==> src/sv/bms_pkg.sv <==
// Shared types and codes for the byte machine step core.
`default_nettype none

package bms_pkg;

   typedef enum logic [1:0] {
      CMD_STEP = 2'd0,
      CMD_LOAD = 2'd1,
      CMD_READ = 2'd2,
      CMD_NONE = 2'd3
   } cmd_type;

   typedef enum logic [1:0] {
      OPC_NONE = 2'd0,
      OPC_SET  = 2'd1,
      OPC_COPY = 2'd2,
      OPC_JUMP = 2'd3
   } opcode_type;

   typedef struct packed {
      logic       wr_en;
      logic [7:0] wr_addr;
      logic [7:0] wr_data;
      logic [7:0] rd_addr;
   } mem_req_type;

endpackage

`default_nettype wire

==> src/sv/byte_machine_step_core.sv <==
// Top level of the byte machine step core.
// A step beat is sequenced through the single-read-port byte memory with a registered
// read: the opcode, the two operand bytes and the COPY source are read one after
// another, then the result is registered. A step whose pointer sits in the last two
// bytes skips the fetch, as a load does; a read fetches its one byte. The next beat is
// taken as soon as the result is registered, even while it waits on rsp_stall.
// Memory contents are undefined until loaded.
`default_nettype none

module byte_machine_step_core
   import bms_pkg::*;
#(
   parameter int MEM_BYTES = 256
) (
   input  wire logic       clock,
   input  wire logic       reset,
   input  wire logic       req_valid,
   output logic            req_stall,
   input  wire logic [1:0] req_cmd,
   input  wire logic [7:0] req_mem_addr,
   input  wire logic [7:0] req_load_value,
   output logic            rsp_valid,
   input  wire logic       rsp_stall,
   output logic [7:0]      rsp_next_pc,
   output logic [1:0]      rsp_op_done,
   output logic            rsp_did_write,
   output logic [7:0]      rsp_write_addr,
   output logic [7:0]      rsp_write_value,
   output logic [7:0]      rsp_read_value
);

   mem_req_type mem_req;
   logic [7:0]  rd_data;

   bms_ctrl #(
      .MEM_BYTES(MEM_BYTES)
   ) u_ctrl (
      .clock          (clock),
      .reset          (reset),
      .req_valid      (req_valid),
      .req_stall      (req_stall),
      .req_cmd        (req_cmd),
      .req_mem_addr   (req_mem_addr),
      .req_load_value (req_load_value),
      .rsp_valid      (rsp_valid),
      .rsp_stall      (rsp_stall),
      .rsp_next_pc    (rsp_next_pc),
      .rsp_op_done    (rsp_op_done),
      .rsp_did_write  (rsp_did_write),
      .rsp_write_addr (rsp_write_addr),
      .rsp_write_value(rsp_write_value),
      .rsp_read_value (rsp_read_value),
      .mem_req        (mem_req),
      .rd_data        (rd_data)
   );

   bms_mem #(
      .MEM_BYTES(MEM_BYTES)
   ) u_mem (
      .clock     (clock),
      .mem_req   (mem_req),
      .rd_data_ff(rd_data)
   );

endmodule

`default_nettype wire

==> src/sv/bms_mem.sv <==
// Byte memory with one write port and one registered read port.
`default_nettype none

module bms_mem
   import bms_pkg::*;
#(
   parameter int MEM_BYTES = 256
) (
   input  wire logic        clock,
   input  wire mem_req_type mem_req,
   output logic [7:0]       rd_data_ff
);

   localparam int AW = $clog2(MEM_BYTES);

   logic [7:0] mem [MEM_BYTES];

   always_ff @(posedge clock) begin
      if (mem_req.wr_en) begin
         mem[mem_req.wr_addr[AW-1:0]] <= mem_req.wr_data;
      end
      rd_data_ff <= mem[mem_req.rd_addr[AW-1:0]];
   end

endmodule

`default_nettype wire

==> src/sv/bms_ctrl.sv <==
// Step sequencer: fetches operands, issues writes, holds the pointer and result beat.
`default_nettype none

module bms_ctrl
   import bms_pkg::*;
#(
   parameter int MEM_BYTES = 256
) (
   input  wire logic        clock,
   input  wire logic        reset,
   input  wire logic        req_valid,
   output logic             req_stall,
   input  wire logic [1:0]  req_cmd,
   input  wire logic [7:0]  req_mem_addr,
   input  wire logic [7:0]  req_load_value,
   output logic             rsp_valid,
   input  wire logic        rsp_stall,
   output logic [7:0]       rsp_next_pc,
   output logic [1:0]       rsp_op_done,
   output logic             rsp_did_write,
   output logic [7:0]       rsp_write_addr,
   output logic [7:0]       rsp_write_value,
   output logic [7:0]       rsp_read_value,
   output mem_req_type      mem_req,
   input  wire logic [7:0]  rd_data
);

   localparam int AW = $clog2(MEM_BYTES);

   typedef enum logic [2:0] {
      ST_IDLE,
      ST_READ,
      ST_FETCH_OP,
      ST_FETCH_B1,
      ST_FETCH_B2,
      ST_COPY_SRC,
      ST_DONE
   } state_type;

   state_type  state_ff;
   logic [AW-1:0] pc_ff;
   opcode_type op_ff;
   logic [7:0] b1_ff;
   logic [7:0] b2_ff;

   opcode_type res_op_ff;
   logic       res_did_ff;
   logic [7:0] res_waddr_ff;
   logic [7:0] res_wval_ff;
   logic [7:0] res_rval_ff;

   logic       rsp_valid_ff;
   logic [7:0] rsp_next_pc_ff;
   logic [1:0] rsp_op_done_ff;
   logic       rsp_did_write_ff;
   logic [7:0] rsp_write_addr_ff;
   logic [7:0] rsp_write_value_ff;
   logic [7:0] rsp_read_value_ff;

   logic [AW-1:0] wrap_tab [256];
   logic [AW-1:0] pc_inc;
   logic [AW-1:0] tgt;
   logic [AW-1:0] tgt_inc;
   logic [7:0]    pc_byte;
   logic          step_ok;
   logic          accept;

   for (genvar i = 0; i < 256; i++) begin : g_wrap
      assign wrap_tab[i] = AW'(i % MEM_BYTES);
   end

   assign pc_byte = 8'(pc_ff);
   assign pc_inc  = (pc_ff == AW'(MEM_BYTES - 1)) ? '0 : pc_ff + AW'(1);
   assign tgt     = wrap_tab[b1_ff];
   assign tgt_inc = (tgt == AW'(MEM_BYTES - 1)) ? '0 : tgt + AW'(1);
   assign step_ok = (9'(pc_ff) + 9'd2) < 9'(MEM_BYTES);
   assign accept  = req_valid && !req_stall;

   assign req_stall = (state_ff != ST_IDLE);

   always_comb begin
      mem_req = '0;
      case (state_ff)
         ST_IDLE: begin
            if (req_cmd == CMD_STEP) begin
               mem_req.rd_addr = pc_byte;
            end else begin
               mem_req.rd_addr = 8'(wrap_tab[req_mem_addr]);
            end
            if (accept && req_cmd == CMD_LOAD) begin
               mem_req.wr_en   = 1'b1;
               mem_req.wr_addr = 8'(wrap_tab[req_mem_addr]);
               mem_req.wr_data = req_load_value;
            end
         end
         ST_FETCH_OP: mem_req.rd_addr = pc_byte + 8'd1;
         ST_FETCH_B1: mem_req.rd_addr = pc_byte + 8'd2;
         ST_FETCH_B2: begin
            mem_req.rd_addr = 8'(tgt);
            if (op_ff == OPC_SET) begin
               mem_req.wr_en   = 1'b1;
               mem_req.wr_addr = 8'(tgt);
               mem_req.wr_data = rd_data;
            end else if (op_ff == OPC_JUMP && rd_data != 8'd0) begin
               mem_req.wr_en   = 1'b1;
               mem_req.wr_addr = pc_byte + 8'd2;
               mem_req.wr_data = rd_data - 8'd1;
            end
         end
         ST_COPY_SRC: begin
            mem_req.wr_en   = 1'b1;
            mem_req.wr_addr = 8'(wrap_tab[b2_ff]);
            mem_req.wr_data = rd_data;
         end
         default: mem_req = '0;
      endcase
   end

   always_ff @(posedge clock) begin
      if (reset) begin
         state_ff     <= ST_IDLE;
         pc_ff        <= '0;
         rsp_valid_ff <= 1'b0;
      end else begin
         if (rsp_valid_ff && !rsp_stall && state_ff != ST_DONE) begin
            rsp_valid_ff <= 1'b0;
         end
         case (state_ff)
            ST_IDLE: begin
               if (req_valid) begin
                  res_op_ff    <= OPC_NONE;
                  res_did_ff   <= 1'b0;
                  res_waddr_ff <= 8'd0;
                  res_wval_ff  <= 8'd0;
                  res_rval_ff  <= 8'd0;
                  case (req_cmd)
                     CMD_STEP: begin
                        if (step_ok) begin
                           state_ff <= ST_FETCH_OP;
                        end else begin
                           pc_ff    <= pc_inc;
                           state_ff <= ST_DONE;
                        end
                     end
                     CMD_READ: state_ff <= ST_READ;
                     default:  state_ff <= ST_DONE;
                  endcase
               end
            end
            ST_READ: begin
               res_rval_ff <= rd_data;
               state_ff    <= ST_DONE;
            end
            ST_FETCH_OP: begin
               op_ff    <= opcode_type'(rd_data[1:0]);
               state_ff <= ST_FETCH_B1;
            end
            ST_FETCH_B1: begin
               b1_ff    <= rd_data;
               state_ff <= ST_FETCH_B2;
            end
            ST_FETCH_B2: begin
               b2_ff <= rd_data;
               case (op_ff)
                  OPC_SET: begin
                     res_op_ff    <= OPC_SET;
                     res_did_ff   <= 1'b1;
                     res_waddr_ff <= 8'(tgt);
                     res_wval_ff  <= rd_data;
                     pc_ff        <= pc_inc;
                     state_ff     <= ST_DONE;
                  end
                  OPC_COPY: state_ff <= ST_COPY_SRC;
                  OPC_JUMP: begin
                     res_op_ff <= OPC_JUMP;
                     if (rd_data != 8'd0) begin
                        res_did_ff   <= 1'b1;
                        res_waddr_ff <= pc_byte + 8'd2;
                        res_wval_ff  <= rd_data - 8'd1;
                        pc_ff        <= tgt_inc;
                     end else begin
                        pc_ff <= pc_inc;
                     end
                     state_ff <= ST_DONE;
                  end
                  default: begin
                     pc_ff    <= pc_inc;
                     state_ff <= ST_DONE;
                  end
               endcase
            end
            ST_COPY_SRC: begin
               res_op_ff    <= OPC_COPY;
               res_did_ff   <= 1'b1;
               res_waddr_ff <= 8'(wrap_tab[b2_ff]);
               res_wval_ff  <= rd_data;
               pc_ff        <= pc_inc;
               state_ff     <= ST_DONE;
            end
            ST_DONE: begin
               if (!rsp_valid_ff || !rsp_stall) begin
                  rsp_valid_ff       <= 1'b1;
                  rsp_next_pc_ff     <= pc_byte;
                  rsp_op_done_ff     <= res_op_ff;
                  rsp_did_write_ff   <= res_did_ff;
                  rsp_write_addr_ff  <= res_waddr_ff;
                  rsp_write_value_ff <= res_wval_ff;
                  rsp_read_value_ff  <= res_rval_ff;
                  state_ff           <= ST_IDLE;
               end
            end
            default: state_ff <= ST_IDLE;
         endcase
      end
   end

   assign rsp_valid       = rsp_valid_ff;
   assign rsp_next_pc     = rsp_next_pc_ff;
   assign rsp_op_done     = rsp_op_done_ff;
   assign rsp_did_write   = rsp_did_write_ff;
   assign rsp_write_addr  = rsp_write_addr_ff;
   assign rsp_write_value = rsp_write_value_ff;
   assign rsp_read_value  = rsp_read_value_ff;

   a_pc_range: assert property (@(posedge clock) disable iff (reset)
      (9'(pc_ff) < 9'(MEM_BYTES)))
      else $error("program pointer beyond memory");

   a_wr_state: assert property (@(posedge clock) disable iff (reset)
      mem_req.wr_en |-> (state_ff == ST_IDLE || state_ff == ST_FETCH_B2 ||
                         state_ff == ST_COPY_SRC))
      else $error("memory write outside a write phase");

   a_rsp_from_done: assert property (@(posedge clock) disable iff (reset)
      $rose(rsp_valid_ff) |-> $past(state_ff == ST_DONE))
      else $error("result beat raised outside done phase");

   a_step_fetch: assert property (@(posedge clock) disable iff (reset)
      (accept && req_cmd == CMD_STEP && step_ok) |=> (state_ff == ST_FETCH_OP))
      else $error("step did not start its fetch");

endmodule

`default_nettype wire

==> config.mk <==
export PLATFORM = sky130hd
export DESIGN_NAME = byte_machine_step_core
export DESIGN_NICKNAME = d
export VERILOG_FILES = /design/src/sv/bms_pkg.sv /design/src/sv/byte_machine_step_core.sv /design/src/sv/bms_mem.sv /design/src/sv/bms_ctrl.sv
export SDC_FILE = /design/constraint.sdc
export NUM_CORES = 2
export LEC_CHECK = 0
export ABC_AREA = 1
export BUFFER_PORTS_ARGS = -buffer_cell sky130_fd_sc_hd__buf_2
export CAP_MARGIN = 40
export CORE_ASPECT_RATIO = 1.2
export CORE_UTILIZATION = 40
export DETAILED_ROUTE_END_ITERATION = 7
export GPL_TIMING_DRIVEN = 1
export PLACE_DENSITY = 0.51
export SLEW_MARGIN = 20
export SYNTH_ARGS = -nofsm -noshare
export SYNTH_HDL_FRONTEND = slang
export SYNTH_HIERARCHICAL = 1
export SYNTH_SLANG_ARGS = --single-unit
export TNS_END_PERCENT = 50
==> constraint.sdc <==
create_clock -name clock -period 12.4 [get_ports clock]
set_clock_uncertainty 0.15 [all_clocks]
set_input_delay 0.62 -clock clock [delete_from_list [all_inputs] [get_ports clock]]
set_output_delay 0.62 -clock clock [all_outputs]
set_load 0.005 [all_outputs]
==> results.txt <==
----------------------------------------------------
[Hold path]
  Origin of the worst min-delay path ... req_load_value[0]
  Worst min path class ... input pin to flop

[Synth]
  Post-synth EDFFs ... 2128
  Top-count cell post-synth ... sky130_fd_sc_hd__nand2_1
  Yosys reg bits ... 2148
  Number of distinct library cells after synthesis ... 36
  Yosys Warn Count ... 6
  Post-synthesis instance area ... 0.0882 sq mm
  Fraction of synthesized cell area taken by the top area cell type ... 72.4%
  List of most frequent post-synthesis cells ... sky130_fd_sc_hd__nand2_1, sky130_fd_sc_hd__edfxtp_1, sky130_fd_sc_hd__nand3_1
  Top cells by area in the synthesized netlist ... sky130_fd_sc_hd__edfxtp_1, sky130_fd_sc_hd__nand3_1, sky130_fd_sc_hd__nand2_1
  Async set-reset flop share out of synthesis ... 0%
  Largest area contributor in the netlist ... sky130_fd_sc_hd__edfxtp_1
  Share of the yosys chip area belonging to registers ... 72.9%
  Instance count of the mapped netlist ... 7547
  Synthesized area per cell ... 11.7 sq um
  Top_reg_cell synth ... sky130_fd_sc_hd__edfxtp_1
  Net Count, Synth ... 7573

[Floorplan]
  Die area ... 0.222 sq mm
  Die Height ... 516 um
  Number of top-level pins ... 59
  Floorplan row count ... 188
  Die X-Extent ... 431 um
  Starting Density ... 40.3%
  Core region area ... 0.219 sq mm

[Drt]
  DRC violations left ... 0
  Final wirelength ... 261000 um
  Total vias in the final route ... 58500
  Starting DRT DRC Count ... 5293
  Router iterations before antenna repair ... 5
  Via count normalized by instance count ... 5.46
  Count of antenna-violating nets left after detailed routing ... 0
  Wire per inst ... 24.3 um

[Timing]
  Time the final worst path needs with I/O delays and setup ... 6.01 ns
  Max Slew Vio Count ... 0
  Peak clock frequency supported by timing ... 0.166 GHz
  Portion of the clock cycle consumed by the worst path in the final layout ... 48.4%
  Number of setup violations in the final report ... 0
  Final hold viol count ... 0
  Measured slew at the worst slew-check pin ... 1.18 ns
  Worst slew slack as a fraction of its limit ... 21.7%
  Sum of negative setup slack ... 0 ns
  Post-route setup slack ... 6.39 ns
  Unrepaired setup endpoints after global routing ... false

[Run]
  Max-capacitance violation count ... 0

[Clock tree]
  Count of clock tree sinks ... 2148
  CTS Buf Count ... 214
  Clk Latency, worst-skew pair ... 0.88 ns
  CTS tree ... done
  Clock root buffer ... sky130_fd_sc_hd__clkbuf_16
  Clock Pin Slew Worst Setup and Hold Paths ... 0.06 ns
  Worst-case clock buffer depth ... 3
  H-tree level count ... 4

[Critical path]
  Required arrival time at the worst endpoint ... 13.04 ns
  Crit Path Category ... input pin to flop
  Largest fanout on the critical path ... 198
  Element type at the critical path end ... flop
  Critical Path Start Type ... input pin
  Setup crit start ... req_cmd[1]
  Worst Path Arrival ... 6.65 ns
  Crit Reg-Reg Startpoint ... u_ctrl/state_ff[0]

[Layout]
  Share of layout cells above drive strength 1 ... 8.55%
  Final #Nets ... 7611
  Combined area of the multi-input logic cells ... 0.0212 sq mm
  Area Overhead vs Synth ... 12.8%
  Area occupied by registers ... 0.0643 sq mm
  Final core occ ... 45.4%
  Filler cell count in the final layout ... 20100

[Run status]
  Run status ... complete, no violations

[Power and ir drop]
  Maximum VDD drop ... 320 uV
  Total power divided by cell area ... 270 mW/mm^2
  Static Leak ... 35.1 nW
  Power after layout ... 0.0268 W

[Place]
  Final estimated routing congestion in global placement ... 0.829
  HPWL after DPL ... 153000 um
  Pre-CTS worst setup slack ... 6.18 ns
  Count of input and output buffers ... 58

[GRT]
  Wire length of the first global-routing pass ... 382000 um
  Number of antenna violations at the first check in global routing ... 7
  Global Route Usage Sum ... 23.1%
  Largest net degree at the start of global routing ... 199
  Via count of the first global-routing pass ... 55500
  GRT Residual Overflow ... 0

----------------------------------------------------
-- stage by stage --
step / cells / hold slack, ns / instance area [sq um]
floorplan: 7547 / 0.250 / 88200
global placement: 10100 / 0.255 / 90700
detailed placement: 10200 / 0.257 / 91900
CTS: 10600 / 0.128 / 98700
global route: 10700 / 0.166 / 99500
finish: 10700 / 0.177 / 99500
-- worst max-delay path: stages --
cell,delay [ns]
sky130_fd_sc_hd__dlygate4sd3_1,0.53
sky130_fd_sc_hd__buf_2,0.16
sky130_fd_sc_hd__nor2_2,0.55
sky130_fd_sc_hd__a21oi_1,0.15
sky130_fd_sc_hd__o21ai_0,0.17
sky130_fd_sc_hd__o2111ai_4,0.48
sky130_fd_sc_hd__inv_16,0.56
sky130_fd_sc_hd__buf_4,0.54
sky130_fd_sc_hd__buf_16,0.29
sky130_fd_sc_hd__buf_12,0.59
sky130_fd_sc_hd__nand2_1,0.13
sky130_fd_sc_hd__nand3_1,0.17
sky130_fd_sc_hd__nand3_1,0.09
sky130_fd_sc_hd__nand3_1,0.13
sky130_fd_sc_hd__nand3_1,0.13
sky130_fd_sc_hd__nand3_1,0.32
sky130_fd_sc_hd__nand3_1,0.20
sky130_fd_sc_hd__nand2_1,0.16
sky130_fd_sc_hd__nand2_1,0.06
sky130_fd_sc_hd__nand2_1,0.06
-- layer usage --
metal	GRT usage [%]	part of all wire [%]
met2	39.2	49
met4	7.88	3.2
met5	0	0.0050
met3	2.76	5.4
met1	30.7	42
-- sequential cells by signal, summed over array words and instances, names as in the netlist, 8 cells and up --
name / count
u_ctrl/pc_byte: 8
u_ctrl/rsp_read_value: 8
u_ctrl/rsp_next_pc: 8
u_ctrl/res_wval_ff: 8
u_mem/rd_data_ff: 8
u_mem/mem: 2048
u_ctrl/res_rval_ff: 8
u_ctrl/rsp_write_value: 8
u_ctrl/res_waddr_ff: 8
u_ctrl/b2_ff: 8
u_ctrl/b1_ff: 8
u_ctrl/rsp_write_addr: 8
-- where the power goes --
part / leakage (nW) / total, W / internal (W) / switching [W]
Sequential: 19.8 / 0.00872 / 0.00864 / 0.0000816
Clock: 3.28 / 0.00628 / 0.00348 / 0.00280
Combinational: 12.0 / 0.0118 / 0.00308 / 0.00874
Total: 35.1 / 0.0268 / 0.0152 / 0.0116
-- cell type report --
class | instances | share of cell area, %
clock buffers | 277 | 5.74
multi-input cells | 4807 | 21.3
clock inverters | 123 | 1.02
well taps | 2945 | 3.70
repair buffers | 317 | 3.15
flip-flops and latches | 2148 | 64.6
inverters | 97 | 0.400
diodes | 7 | 0.0176
-- logic make-up (layout without fill, tap and decap cells) --
logic type      after synthesis  count (layout)  synth area share [%]
simple gates               4696            4696                  23.0
flops                      2148            2148                  72.9
buf+inv                     592             814                  3.27
compound gates               94              94                 0.614
xor+xnor                     13              13                 0.129
fa+ha+maj                     4               4                0.0567
other cells                   0               7                     0
-- worst paths after layout --
kind | slack [ns] | cells after the start | end
worst max register to register | 6.40 | 19 | u_mem/rd_data_ff[6]
worst min register to register | 0.27 | 0 | u_ctrl/rsp_write_value[3]
worst max-delay path | 6.39 | 20 | u_mem/rd_data_ff[6]
worst min-delay path | 0.18 | 3 | u_mem/mem[155][0]
-- repair_timing --
item                      in CTS  in global routing
gates resized for setup        0                  0
hold buffers                   5                  0
hold endpoints to repair       4                  0
setup buffers                  0                  0
-- cell usage in the layout, fill, tap and decap left out, drive strengths merged, types with 10 or more instances in the layout --
cell and count:
nor2 362, dfxtp 20, clkinv 97, edfxtp 2128, nand2 2264, inv 106
o22ai 10, bufinv 11, xor2 13, clkbuf 277, o211ai 11, nand3 2057
a21oi 23, buf 312, o21ai 41
(Power assumes the default switching activity.)
